`config.mk`:
```
export PLATFORM = sky130hd
export DESIGN_NAME = lrsf_line_buf
export DESIGN_NICKNAME = d
export VERILOG_FILES = /design/src/lrsf_pkg.sv /design/src/lrsf_line_buf.sv
export SDC_FILE = /design/constraint.sdc
export NUM_CORES = 2
export LEC_CHECK = 0
export ABC_AREA = 1
export BUFFER_PORTS_ARGS = -buffer_cell sky130_fd_sc_hd__buf_2
export CORE_MARGIN = 2
export CORE_UTILIZATION = 60
export CTS_CLUSTER_DIAMETER = 200
export DETAILED_ROUTE_END_ITERATION = 8
export PLACE_DENSITY_LB_ADDON = 0.2
export SYNTH_ARGS = -nofsm -noshare
export SYNTH_HDL_FRONTEND = slang
export SYNTH_SLANG_ARGS = --single-unit
```
`constraint.sdc`:
```
create_clock -name clk -period 1.8 [get_ports clk]
set_input_delay 0.18 -clock clk [delete_from_list [all_inputs] [get_ports clk]]
set_output_delay 0.18 -clock clk [all_outputs]
set_load 0.005 [all_outputs]
```
`src/lrsf_pkg.sv`:
```
`timescale 1ns / 1ps
// Shared constants, payload structs and sequencer states for the line-to-record store framer.
// No dependencies; imported by every module of the block.
package lrsf_pkg;

	localparam int STORE_BYTES = 1024;
	localparam int LINE_MAX    = 256;

	localparam int STORE_WORDS = STORE_BYTES / 4;
	localparam int STORE_CAP   = STORE_WORDS * 4;
	localparam int MAXPAY      = STORE_CAP - 4;
	localparam int LINE_WORDS  = (LINE_MAX + 3) / 4;

	localparam int LW_W   = (LINE_WORDS > 1) ? $clog2(LINE_WORDS) : 1;
	localparam int NW_W   = $clog2(LINE_WORDS + 1);
	localparam int LEN_W  = ($clog2(LINE_MAX + 1) > LW_W + 2) ? $clog2(LINE_MAX + 1) : LW_W + 2;
	localparam int SW_W   = (STORE_WORDS > 1) ? $clog2(STORE_WORDS) : 1;
	localparam int FILL_W = $clog2(STORE_CAP + 1);
	localparam int LANES  = 4;

	localparam logic [7:0] NEWLINE   = 8'd10;
	localparam logic       KIND_BYTE = 1'b0;
	localparam logic       KIND_READ = 1'b1;

	typedef struct packed {
		logic       kind;
		logic [7:0] rx_byte;
		logic       chunk_end;
		logic [7:0] read_address;
	} req_t;

	typedef struct packed {
		logic        record_valid;
		logic [9:0]  record_offset;
		logic [8:0]  record_length;
		logic        store_cleared;
		logic        line_overflow;
		logic [31:0] read_data;
	} rsp_t;

	typedef enum logic [2:0] {
		S_IDLE,
		S_PLAN,
		S_LEN,
		S_DATA,
		S_RESULT,
		S_READ
	} state_t;

	// Line buffer control: one byte write and one word read per cycle.
	typedef struct packed {
		logic             wr_en;
		logic [LW_W-1:0]  wr_word;
		logic [1:0]       wr_lane;
		logic [7:0]       wr_byte;
		logic             rd_en;
		logic [LW_W-1:0]  rd_word;
		logic [LEN_W-1:0] rd_len;
	} lb_cmd_t;

endpackage

```
`src/lrsf_line_buf.sv`:
```
`timescale 1ns / 1ps
// Line buffer: four byte lanes of LINE_WORDS entries, read one 32-bit word at a time.
// Depends on lrsf_pkg for sizes and the command struct.
module lrsf_line_buf (
	input  logic             clk,
	input  lrsf_pkg::lb_cmd_t cmd,
	output logic [31:0]      rd_data
);
	import lrsf_pkg::*;

	logic [LW_W-1:0]  rd_word_s1;
	logic [LEN_W-1:0] rd_len_s1;

	always_ff @(posedge clk) begin
		if (cmd.rd_en) begin
			rd_word_s1 <= cmd.rd_word;
			rd_len_s1  <= cmd.rd_len;
		end
	end

	for (genvar l = 0; l < LANES; l++) begin : g_lane
		logic [7:0] mem [LINE_WORDS];
		logic [7:0] rd_q;

		always_ff @(posedge clk) begin
			if (cmd.wr_en && cmd.wr_lane == 2'(l))
				mem[cmd.wr_word] <= cmd.wr_byte;
			if (cmd.rd_en)
				rd_q <= mem[cmd.rd_word];
		end

		// Zero bytes past the line end so padding is clean.
		assign rd_data[8*l +: 8] = (32'({rd_word_s1, 2'(l)}) < 32'(rd_len_s1)) ? rd_q : 8'd0;
	end

endmodule

```
==> summary.md <==
The DRC marker count from the first detailed-route iteration was 8,832. The layout cell share with drive strength beyond 1 is 14.6%, and the maximum net fanout on the critical path is 5. The clock arrives with 27.0 ps of skew. The deepest level of the CTS H-tree is 4. The final layout contains routed wiring with a total length of 245 mm.

Relative to the synthesized area, the layout overhead comes to 17.7%. Final hold analysis gives a worst-case slack of 109 ps. After detailed routing, the number of vias per cell comes to 6.09. The run finished, with violations left.

The upper clock frequency limit was 368 MHz; the post-synthesis cell type count was 19. The share of the yosys chip area belonging to registers is 74.1%. The tools report the total via count in the routed design as 59,800.

The tools report the startpoint of the lowest-slack register-to-register path as g_lane[1].mem[22][0]. The worst slack at placement was -425 ps. Clock period minus worst slack: 2710 ps.

Entering global routing, the biggest net connects 108 pins. Number of antenna violations at the first check in global routing: 15. The die width works out to 380 um.

Setup repair after global routing could not meet its margin everywhere. The area enclosed by the die boundary came out at 145,000 sq um. The tools report the sort of element at the start of the critical path as a register. At the worst endpoint, the arrival time is 2530 ps. The tools report the count of non-filler cells in the finished layout as 9,824.

The run gives 60.2% as the starting density of the core. Counting cells, the worst reg-to-reg path comes to 9. After the last flow step, the layout net total stands at 7,808. The clock buffer count from CTS is 204.

The accumulated negative setup slack is -27,730 ps, and the count of input and output buffers is 65. The final setup violation count is 32. Routability-driven placement finished with a final weighted congestion of 0.928. The total of fill cells in the finished design was 9,415. The clock latency reported for the late side of the worst-skew pair came out at 850 ps. The number of failing hold endpoints at the final stage came out at 0. Counting along the longest clock path gives a buffer depth of 3. Total global-route track usage: 33.8%.

Area of the mapped netlist: 84,900 sq um. The checks that failed: negative setup slack. The first detailed-routing pass ran for 7 iterations.

For the pin with the worst max-slew slack, the measured transition is 753 ps. Summing internal, switching and leakage power gives 102 mW. The number of register bits inferred by synthesis was 2,095.

The core region is 141,000 sq um. TritonCTS built the clock tree. The setup check on the worst reg-to-reg path leaves a slack of 110 ps.

In this run the most critical hold path is launched from cmd[12]. For the required time of the critical path, the log shows 1620 ps. Path type of the worst setup path: reg2out. Synthesis produced a netlist with a net count of 7,210.

The number of placed instances, taps included, is 9,429. The power density over the cells is 1020 nW/um^2. For hold timing, the worst endpoint is rd_word_s1[3].

Number of maximum-capacitance violations: 0. The instance count along the most critical hold path is 3, and the via count of the first global-routing pass is 57,200. The HPWL after detailed placement is 159 mm. The largest voltage drop on the vdd net is 0.954 mV. Counting every sink on the clock net gives 2,095. The number of max-slew violations in the final report is 0, and the number of core rows is 138. After detailed routing, the number of remaining DRC violations is 0. The count of warnings emitted by yosys was 0; the post-place instance area was 93,200 sq um. The endpoint identified for the worst register-to-register timing path is g_lane[1].rd_q[0]. In the final routed layout, each cell accounts on average for 24.9 um. The worst hold path belongs to the class in2reg. After clock tree synthesis, the clock-pin slew on the worst setup and hold paths is 60 ps.

The leakage power summed over all cells is 36.7 nW, and the post-synthesis area per instance is 11.8 sq um. After routing the design area is 100,000 sq um. The detail route stage leaves a number of antenna-violating nets equal to 0.

The setup slack of the critical path after layout was -915 ps. Global route total overflow: 0. The worst setup path is captured at an output pin. In the finished design, the share of the clock period the worst path needs comes to 151%. 66 I/O pins were placed. The tools report the worst relative slew slack as 49.8%.

The die is 380 um tall. The first global-routing pass estimated 362 mm of wire. The run gives 70.9% as the utilization after layout. The post-synthesis cell count is 7,169.

CTS root buffer: sky130_fd_sc_hd__clkbuf_16.
-- kinds of logic (layout without fill, tap and decap cells) --
| logic type | after synthesis | in the layout | share of synthesized area, % |
|---|---|---|---|
| AO/OA/AOI/OAI | 4 | 4 | 0.0236 |
| adder cells (fa/ha/maj) | 7 | 7 | 0.103 |
| buffers and inverters | 527 | 1291 | 2.92 |
| flip-flops | 2095 | 2095 | 74.1 |
| other | 0 | 1 | 0 |
| AND/OR/NAND/NOR | 4536 | 4536 | 22.9 |
-- placed cells by master (no fill, tap or decap), types with 3 or more instances in the layout --
cell type and instances:
sky130_fd_sc_hd__edfxtp_1 2095, sky130_fd_sc_hd__inv_6 4, sky130_fd_sc_hd__dlygate4sd3_1 21, sky130_fd_sc_hd__nor3_1 16
sky130_fd_sc_hd__clkinv_8 3, sky130_fd_sc_hd__nor2_1 268, sky130_fd_sc_hd__clkinv_2 43, sky130_fd_sc_hd__clkbuf_1 49
sky130_fd_sc_hd__buf_6 3, sky130_fd_sc_hd__nor2_2 11, sky130_fd_sc_hd__clkbuf_16 205, sky130_fd_sc_hd__inv_1 48
sky130_fd_sc_hd__inv_16 5, sky130_fd_sc_hd__buf_4 627, sky130_fd_sc_hd__nand2_1 2316, sky130_fd_sc_hd__nand3_4 3
sky130_fd_sc_hd__buf_2 51, sky130_fd_sc_hd__inv_2 6, sky130_fd_sc_hd__nand3_1 1903, sky130_fd_sc_hd__nand2_2 3
sky130_fd_sc_hd__bufinv_16 13, sky130_fd_sc_hd__clkinv_1 48, sky130_fd_sc_hd__buf_12 148, sky130_fd_sc_hd__buf_8 11
sky130_fd_sc_hd__nor2_4 12, sky130_fd_sc_hd__ha_1 5
-- timing repair --
item,in CTS,in global routing
endpoints found under the hold margin,1031,0
hold buffers,21,0
setup buffers,1,0
endpoints found under the setup margin,32,32
pin swaps,6,7
gates resized for setup,33,24
-- registers in the layout, summed over array words and instances, names as in the netlist --
name         count
rd_len_s1        9
rd_word_s1       6
g_lane.rd_q     32
g_lane.mem    2048
-- synthesized netlist by cell type --
cell type	instances	area share, %
sky130_fd_sc_hd__nor3_1	17	0.10
sky130_fd_sc_hd__nand2_1	2320	10
sky130_fd_sc_hd__nand3_1	1907	11
sky130_fd_sc_hd__buf_2	286	1.7
sky130_fd_sc_hd__edfxtp_1	2095	74
sky130_fd_sc_hd__o21ai_1	1	0.0059
sky130_fd_sc_hd__buf_4	24	0.21
sky130_fd_sc_hd__ha_1	7	0.10
sky130_fd_sc_hd__inv_1	55	0.24
sky130_fd_sc_hd__nor2_1	291	1.3
sky130_fd_sc_hd__inv_2	2	0.0088
sky130_fd_sc_hd__clkbuf_1	102	0.45
sky130_fd_sc_hd__o21ai_0	1	0.0059
sky130_fd_sc_hd__nand4_1	1	0.0074
sky130_fd_sc_hd__buf_6	5	0.066
sky130_fd_sc_hd__inv_4	1	0.0074
sky130_fd_sc_hd__buf_1	51	0.23
sky130_fd_sc_hd__a21oi_1	2	0.012
sky130_fd_sc_hd__buf_8	1	0.018
-- layout make-up --
| cell class | instances | area [sq um] | share of cell area, % |
|---|---|---|---|
| clock inverters | 118 | 995 | 0.995 |
| clock buffers | 254 | 5310 | 5.32 |
| diodes | 1 | 2.50 | 0.00250 |
| multi-input cells | 4547 | 19800 | 19.8 |
| well taps | 1890 | 2360 | 2.37 |
| inverters | 58 | 251 | 0.252 |
| flip-flops and latches | 2095 | 62900 | 62.9 |
| repair buffers | 861 | 8330 | 8.34 |
-- worst max-delay path: stages, from the launching register on --
cell,delay [ps]
sky130_fd_sc_hd__edfxtp_1,410
sky130_fd_sc_hd__ha_4,300
sky130_fd_sc_hd__nand4_1,100
sky130_fd_sc_hd__inv_2,110
sky130_fd_sc_hd__nand2_4,60
sky130_fd_sc_hd__nor3_4,150
sky130_fd_sc_hd__nor2_4,70
sky130_fd_sc_hd__o21ai_4,90
sky130_fd_sc_hd__buf_12,210
sky130_fd_sc_hd__nor2_2,50
sky130_fd_sc_hd__buf_2,140
-- how the worst max path moves through the flow --
stage,cells past startpoint,start,endpoint
after global placement,11,cmd[10],g_lane[1].rd_q[3]
after global routing,13,rd_len_s1[4],rd_data[22]
after detailed placement,11,cmd[10],g_lane[1].rd_q[3]
after CTS,10,rd_word_s1[5],rd_data[16]
after floorplan,4,cmd[28],g_lane[0].mem[15][0]
final,10,rd_word_s1[5],rd_data[23]
-- layer usage --
layer	wire length, um	up-vias	part of all wire (%)	GRT usage (%)
met3	30400	578	12	7.30
met4	10500	18	4.3	13.7
li1	-	26500	-	-
met5	134	-	0.055	0
met2	113000	3925	46	52.5
met1	90200	28800	37	46.9
-- report_power, final --
group	internal, mW	leakage (nW)	total, mW	switching [mW]
Combinational	2.35	14.7	7.46	5.11
Clock	22.8	3.10	40.8	18.1
Sequential	53.9	18.9	54.0	0.130
Power figures use the tool's default switching activity.
